--- src/design/bba_pkg.sv ---
// shared types and constants for the bitmap block allocator
// no dependencies; imported by bba_lowfree and bitmap_block_allocator_unit
package bba_pkg;

    localparam int ID_W     = 10;
    localparam int STATUS_W = 2;
    localparam int POS_W    = 6;

    localparam logic [STATUS_W-1:0] ST_OK    = 2'd0;
    localparam logic [STATUS_W-1:0] ST_FULL  = 2'd1;
    localparam logic [STATUS_W-1:0] ST_RANGE = 2'd2;

    // request actions
    localparam logic ACT_ALLOC = 1'b0;
    localparam logic ACT_FREE  = 1'b1;

    // outcome of the lowest free bit search over one bitmap word
    typedef struct packed {
        logic             found;
        logic [POS_W-1:0] pos;
    } t_find;

endpackage

--- src/design/bba_lowfree.sv ---
// lowest free bit search over one bitmap word, with padding of the last word
// depends on bba_pkg (t_find)
module bba_lowfree import bba_pkg::*; #(
    parameter int WORD_BITS = 32,
    parameter int LAST_BITS = 32
) (
    input  logic [WORD_BITS-1:0] i_word,
    input  logic                 i_last,
    output t_find                o_find,
    output logic [WORD_BITS-1:0] o_onehot
);

    logic [WORD_BITS-1:0] s_pad;
    logic [WORD_BITS-1:0] s_eff;
    logic [POS_W-1:0]     s_pos;

    // bits past the last valid block count as used
    always_comb begin
        for (int i = 0; i < WORD_BITS; i++) begin
            s_pad[i] = (i >= LAST_BITS);
        end
    end

    assign s_eff    = i_word | (i_last ? s_pad : '0);
    // isolate the lowest zero bit with one add
    assign o_onehot = ~s_eff & (s_eff + WORD_BITS'(1));

    // encode the one-hot position
    always_comb begin
        s_pos = '0;
        for (int i = 0; i < WORD_BITS; i++) begin
            if (o_onehot[i]) begin
                s_pos = s_pos | POS_W'(i);
            end
        end
    end

    assign o_find.found = |o_onehot;
    assign o_find.pos   = s_pos;

endmodule

--- src/design/bitmap_block_allocator_unit.sv ---
// first-fit block allocator over a one-bit-per-block usage bitmap in a word memory
// depends on bba_pkg and bba_lowfree
// allocate: one bitmap word read per cycle from word 0; free: read, clear bit, write back;
// out-of-range free: strobe from idle. busy is high until the result strobe, low for an
// out-of-range free; one item at a time. reset (synchronous, active low) clears NUM_WORDS
// words one per cycle, busy high; the result strobe lasts one cycle and cannot be stalled
module bitmap_block_allocator_unit import bba_pkg::*; #(
    parameter int NUM_BLOCKS = 1024,
    parameter int WORD_BITS  = 32
) (
    input  logic                i_clk,
    input  logic                i_rst_n,
    input  logic                start,
    output logic                busy,
    input  logic                i_action,
    input  logic [ID_W-1:0]     i_block_id,
    output logic                o_strobe,
    output logic [ID_W-1:0]     o_alloc_id,
    output logic [STATUS_W-1:0] o_status
);

    localparam int NUM_WORDS = (NUM_BLOCKS + WORD_BITS - 1) / WORD_BITS;
    localparam int AW        = (NUM_WORDS > 1) ? $clog2(NUM_WORDS) : 1;
    localparam int LAST_BITS = NUM_BLOCKS - (NUM_WORDS - 1) * WORD_BITS;
    localparam int BASE_W    = $clog2(NUM_BLOCKS + WORD_BITS) + 1;
    localparam int RECIP     = 65536 / WORD_BITS;

    localparam logic [2:0] S_CLR  = 3'd0;
    localparam logic [2:0] S_IDLE = 3'd1;
    localparam logic [2:0] S_SCAN = 3'd2;
    localparam logic [2:0] S_FDIV = 3'd3;
    localparam logic [2:0] S_FREM = 3'd4;
    localparam logic [2:0] S_FWR  = 3'd5;

    logic [2:0]           r_state, n_state;
    logic [AW-1:0]        r_addr, n_addr;
    logic [BASE_W-1:0]    r_base, n_base;
    logic [ID_W-1:0]      r_id, n_id;
    logic [ID_W-1:0]      r_q, n_q;
    logic [POS_W-1:0]     r_bit, n_bit;
    logic                 r_strobe, n_strobe;
    logic [ID_W-1:0]      r_alloc_id, n_alloc_id;
    logic [STATUS_W-1:0]  r_status, n_status;

    logic [WORD_BITS-1:0] r_mem [NUM_WORDS];
    logic [WORD_BITS-1:0] r_rdata;

    logic [AW-1:0]        s_rd_addr;
    logic                 s_we;
    logic [AW-1:0]        s_wa;
    logic [WORD_BITS-1:0] s_wd;

    logic                 s_last;
    t_find                s_find;
    logic [WORD_BITS-1:0] s_onehot;
    logic [BASE_W-1:0]    s_blk;
    logic [23:0]          s_qmul;
    logic [15:0]          s_prod;
    logic [15:0]          s_rem;
    logic [ID_W-1:0]      s_qc;
    logic [15:0]          s_remc;

    assign s_last = (r_addr == AW'(NUM_WORDS - 1));

    bba_lowfree #(
        .WORD_BITS (WORD_BITS),
        .LAST_BITS (LAST_BITS)
    ) u_lowfree (
        .i_word   (r_rdata),
        .i_last   (s_last),
        .o_find   (s_find),
        .o_onehot (s_onehot)
    );

    assign s_blk  = r_base + BASE_W'(s_find.pos);

    // reciprocal estimate of id / WORD_BITS, then one correction step
    assign s_qmul = 24'(r_id) * 24'(RECIP);
    assign s_prod = 16'(r_q) * 16'(WORD_BITS);
    assign s_rem  = 16'(r_id) - s_prod;

    always_comb begin
        if (s_rem >= 16'(WORD_BITS)) begin
            s_qc   = r_q + ID_W'(1);
            s_remc = s_rem - 16'(WORD_BITS);
        end else begin
            s_qc   = r_q;
            s_remc = s_rem;
        end
    end

    // bitmap word memory
    always_ff @(posedge i_clk) begin
        if (s_we) begin
            r_mem[s_wa] <= s_wd;
        end
        r_rdata <= r_mem[s_rd_addr];
    end

    // sequencer
    always_comb begin
        n_state    = r_state;
        n_addr     = r_addr;
        n_base     = r_base;
        n_id       = r_id;
        n_q        = r_q;
        n_bit      = r_bit;
        n_strobe   = 1'b0;
        n_alloc_id = r_alloc_id;
        n_status   = r_status;
        s_rd_addr  = r_addr;
        s_we       = 1'b0;
        s_wa       = r_addr;
        s_wd       = '0;
        case (r_state)
            S_CLR: begin
                s_we = 1'b1;
                if (s_last) begin
                    n_state = S_IDLE;
                    n_addr  = '0;
                end else begin
                    n_addr = r_addr + AW'(1);
                end
            end
            S_IDLE: begin
                if (start) begin
                    if (i_action == ACT_ALLOC) begin
                        s_rd_addr = '0;
                        n_addr    = '0;
                        n_base    = '0;
                        n_state   = S_SCAN;
                    end else if (32'(i_block_id) >= 32'(NUM_BLOCKS)) begin
                        n_strobe   = 1'b1;
                        n_alloc_id = '0;
                        n_status   = ST_RANGE;
                    end else begin
                        n_id    = i_block_id;
                        n_state = S_FDIV;
                    end
                end
            end
            S_SCAN: begin
                // r_rdata holds word r_addr; fetch the next one meanwhile
                s_rd_addr = r_addr + AW'(1);
                if (s_find.found) begin
                    s_we       = 1'b1;
                    s_wd       = r_rdata | s_onehot;
                    n_strobe   = 1'b1;
                    n_alloc_id = ID_W'(s_blk);
                    n_status   = ST_OK;
                    n_state    = S_IDLE;
                end else if (s_last) begin
                    n_strobe   = 1'b1;
                    n_alloc_id = '0;
                    n_status   = ST_FULL;
                    n_state    = S_IDLE;
                end else begin
                    n_addr = r_addr + AW'(1);
                    n_base = r_base + BASE_W'(WORD_BITS);
                end
            end
            S_FDIV: begin
                n_q     = ID_W'(s_qmul >> 16);
                n_state = S_FREM;
            end
            S_FREM: begin
                s_rd_addr = AW'(s_qc);
                n_addr    = AW'(s_qc);
                n_bit     = POS_W'(s_remc);
                n_state   = S_FWR;
            end
            S_FWR: begin
                s_we       = 1'b1;
                s_wd       = r_rdata & ~(WORD_BITS'(1) << r_bit);
                n_strobe   = 1'b1;
                n_alloc_id = '0;
                n_status   = ST_OK;
                n_state    = S_IDLE;
            end
            default: begin
                n_state = S_CLR;
                n_addr  = '0;
            end
        endcase
    end

    // control registers
    always_ff @(posedge i_clk) begin
        if (!i_rst_n) begin
            r_state  <= S_CLR;
            r_addr   <= '0;
            r_strobe <= 1'b0;
        end else begin
            r_state  <= n_state;
            r_addr   <= n_addr;
            r_strobe <= n_strobe;
        end
    end

    // payload registers
    always_ff @(posedge i_clk) begin
        r_base     <= n_base;
        r_id       <= n_id;
        r_q        <= n_q;
        r_bit      <= n_bit;
        r_alloc_id <= n_alloc_id;
        r_status   <= n_status;
    end

    assign busy       = (r_state != S_IDLE);
    assign o_strobe   = r_strobe;
    assign o_alloc_id = r_alloc_id;
    assign o_status   = r_status;

endmodule
--- config.mk ---
export PLATFORM = sky130hd
export DESIGN_NAME = bitmap_block_allocator_unit
export DESIGN_NICKNAME = d
export VERILOG_FILES = /design/src/design/bba_pkg.sv /design/src/design/bba_lowfree.sv /design/src/design/bitmap_block_allocator_unit.sv
export SDC_FILE = /design/constraint.sdc
export NUM_CORES = 1
export LEC_CHECK = 0
export BUFFER_PORTS_ARGS = -buffer_cell sky130_fd_sc_hd__buf_2
export CAP_MARGIN = 20
export CORE_MARGIN = 2
export CORE_UTILIZATION = 50
export DETAILED_ROUTE_END_ITERATION = 6
export PLACE_DENSITY = 0.65
export RECOVER_POWER = 25
export SYNTH_ARGS = -nofsm -noshare
export SYNTH_HDL_FRONTEND = slang
export SYNTH_SLANG_ARGS = --single-unit
--- constraint.sdc ---
create_clock -name i_clk -period 5.77 [get_ports i_clk]
set_input_delay 1.154 -clock i_clk [delete_from_list [all_inputs] [get_ports i_clk]]
set_output_delay 1.154 -clock i_clk [all_outputs]
set_load 0.05 [all_outputs]
==> flow_summary.json <==
{
  "power_leakage_uw": 0.0185,
  "relSlewSlack_pct": -13.4,
  "portBuffers": 26,
  "syn-cell-area_um2": 45300,
  "min_path_type": "flop to flop",
  "cts_tree": "yes",
  "power.total_uw": 17500,
  "arrival_ps": 5970,
  "cpMostUsedCell": "and3_1",
  "switching_power_uw": 3830,
  "num_rows": 110,
  "grt_pass1_vias": 25600,
  "rr_worst_depth": 12,
  "dr_total_vias": 25987,
  "cts_inserted_buffers": 110,
  "layout-drive-gt1-share_pct": 14.5,
  "synth_top_flop_cell": "edfxtp_1",
  "critPathMaxStageDelay_ps": 820,
  "worstSetupEndpointType": "flop",
  "rrSetupSlack_ps": 320,
  "clkSinkCount": 1102,
  "core_um2": 89900,
  "min_period_ps": 5450,
  "fin_setup_tns_ps": 0,
  "grt_max_degree": 63,
  "ys_seq_area_share_pct": 72.2,
  "holdBufCountCts": 0,
  "grt.overflow.total": 0,
  "initial_core_util_pct": 50.4,
  "cts_root_buf": "clkbuf_16",
  "synth_cells": 2834,
  "cts_resized": 0,
  "syn-num-nets": 2861,
  "power_frac_seq_pct": 51.0,
  "vdd_drop_max_mv": 0.288,
  "slew_viol_final": 165,
  "cp.depth": 12,
  "wl_per_cell_um": 28.4,
  "grt_pass1_wl_um": 174000,
  "startpoint": "r_q[0]",
  "antennaDiodeCount": 0,
  "die_area_um2": 92900,
  "p_int_uw": 13700,
  "routed_wl_um": 119000,
  "ys_seq_elements": 1102,
  "die_w_um": 305,
  "synthArstFlopShare_pct": 0,
  "critPathKind": "flop to flop",
  "synth_edf_count": 1061,
  "drtIter0Drc": 3283,
  "clock_latency_ps": 700,
  "clkPwrFrac_pct": 42.9,
  "cp-start-kind": "flop",
  "layout.nets": 2950,
  "holdPathStages": 0,
  "worstPathMaxFanout": 12,
  "cp.buffers_inverters": 2,
  "status": "finished with violations",
  "synth_area_per_cell_um2": 16.0,
  "clock_path_buffers": 3,
  "cts_max_level": 3,
  "hold_viol": 0,
  "postLayoutCoreUtil_pct": 57.1,
  "hpwl_um": 73700,
  "grt_usage_pct": 25.4,
  "vias_per_cell": 6.20,
  "worstMarginPinSlew_ps": 1700,
  "rsz0062_at_grt": "no",
  "yosysWarnings": 0,
  "worst_slack_ps": 324,
  "drcViolationCount": 0,
  "antenna_found_initial": 2,
  "failed_checks": "capacitance limit, slew limit",
  "clock_skew_ps": 31.2,
  "cap_violations": 5,
  "cp_slowest_cell": "and3_1",
  "clk_pin_slew_worst_paths_ps": 60,
  "power_density_nw_per_um2": 341,
  "io_pins": 28,
  "cpLargestDelayFamily": "simple AND/OR/NAND/NOR gates",
  "endpoint": "r_rdata[23]",
  "ys_types": 76,
  "p_sw_share_pct": 21.9,
  "dp_slack_ps": 565,
  "comb_power_share_pct": 6.1,
  "post-cts-setup-buffers": 0,
  "post-route-period-util_pct": 94.4,
  "ant_nets": 0,
  "areaGrowthSynthToFinish_pct": 13.5,
  "path_cells": "ha_1, fa_1, nand2b_1, and3_1, o41a_1, o211ai_1, and3_1, clkbuf_2, buf_4, mux2_2, a22o_1, nor4_1",
  "fin_cells": 4191,
  "rr_endpoint": "r_rdata[23]",
  "gp_congestion": 0.921,
  "cp.required_ps": 6290,
  "r2r-start": "r_q[0]",
  "max_freq_ghz": 0.184,
  "setup_viol": 0,
  "dr.pass1.iters": 7,
  "dp_cells": 3984,
  "die_h_um": 305
}
-- metal layers --
metal / up-vias / track usage [%] / share of wire [%]
met4: 0 / 7.02 / 2.4
met2: 1123 / 41.2 / 48
li1: 11350 / - / -
met3: 177 / 4.10 / 7.8
met1: 13337 / 35.9 / 42
met5: - / 0 / 0
-- registers in the layout, indices dropped and copies added, names as in the netlist --
name and count:
o_strobe 1, r_id 10, o_status 1, r_q 5, r_addr 5, r_mem 1024, r_rdata 32, r_base 5
r_bit 6, r_state 3, o_alloc_id 10
-- how the worst min path moves through the flow --
| stage | from | end | slack (ps) |
|---|---|---|---|
| global route | r_id[3] | r_bit[3] | 430 |
| detailed placement | r_id[3] | r_bit[3] | 410 |
| floorplan | r_id[0] | r_bit[0] | 400 |
| CTS | r_id[3] | r_bit[3] | 420 |
| finish | r_id[3] | r_bit[3] | 420 |
| global placement | r_id[3] | r_bit[3] | 410 |
-- cell usage after synthesis (33+ instances only) --
| master | number | area, um^2 |
|---|---|---|
| buf_2 | 72 | 360 |
| nor2_1 | 43 | 161 |
| edfxtp_1 | 1061 | 31900 |
| a311oi_1 | 62 | 543 |
| nand2_1 | 247 | 927 |
| o21ai_0 | 58 | 290 |
| o21a_1 | 36 | 270 |
| mux2i_1 | 499 | 4990 |
| nand3b_1 | 33 | 248 |
| clkbuf_1 | 56 | 210 |
| and3_1 | 48 | 300 |
| dfxtp_1 | 41 | 821 |
| a211oi_1 | 33 | 248 |
| mux2_2 | 60 | 676 |
| o22ai_1 | 63 | 394 |
| a21oi_1 | 55 | 275 |
| nand3_1 | 55 | 275 |
-- metrics by stage --
step	area (um^2)	hold slack, ps
floorplan	45300	400
global placement	47600	412
detailed placement	47600	405
CTS	51400	420
global route	51400	427
finish	51400	420
-- area by class of cell --
type	instances	area, um^2
fillers	6766	38500
repair buffers	149	1400
clock inverters	66	855
clock buffers	138	2980
flip-flops and latches	1102	32700
well taps	1176	1470
multi-input cells	1539	11900
inverters	21	78.8
-- worst register-to-register path, stage by stage, from the launching register on --
cell	delay, ps
edfxtp_1	510
ha_1	270
fa_1	420
nand2b_1	180
and3_1	200
o41a_1	460
o211ai_1	350
and3_1	820
clkbuf_2	670
buf_4	320
mux2_2	400
a22o_1	190
nor4_1	490
-- cells by family after synthesis --
| logic type | count (synthesis) | share of synthesized area (%) |
|---|---|---|
| other | 1 | 0.00829 |
| flip-flops | 1102 | 72.2 |
| AND/OR/NAND/NOR | 546 | 6.00 |
| buffers and inverters | 193 | 2.23 |
| adder cells (fa/ha/maj) | 13 | 0.376 |
| XOR/XNOR | 8 | 0.155 |
| AO/OA/AOI/OAI | 409 | 6.37 |
| multiplexers | 562 | 12.7 |
-- cells in the final DEF (no fill, tap or decap), types with 20 or more instances in the layout --
master / netlist / layout
o21a_1: 36 / 36
nand3b_1: 33 / 33
edfxtp_1: 1061 / 1061
nand2_1: 247 / 246
clkbuf_1: 56 / 38
nor4_1: 31 / 31
dfxtp_1: 41 / 41
clkbuf_16: 0 / 112
buf_4: 17 / 81
and3_2: 0 / 32
nor2_1: 43 / 42
a21oi_1: 55 / 32
inv_1: 21 / 21
a211oi_1: 33 / 33
clkinv_1: 0 / 20
a22o_1: 32 / 32
mux2i_1: 499 / 499
o21ai_0: 58 / 57
nand3_1: 55 / 52
mux2_2: 60 / 60
o22ai_1: 63 / 63
buf_12: 0 / 32
a311oi_1: 62 / 62
-- power by group through the flow --
stage	Combinational (uW)	Sequential (uW)	Clock, uW
final	1060	8940	7520
after global routing	1110	8940	7910
after floorplan	714	9020	0
after CTS	1060	8930	7610
after detailed placement	1060	9100	0
after global placement	1050	9090	0
Power figures use the tool's default switching activity.
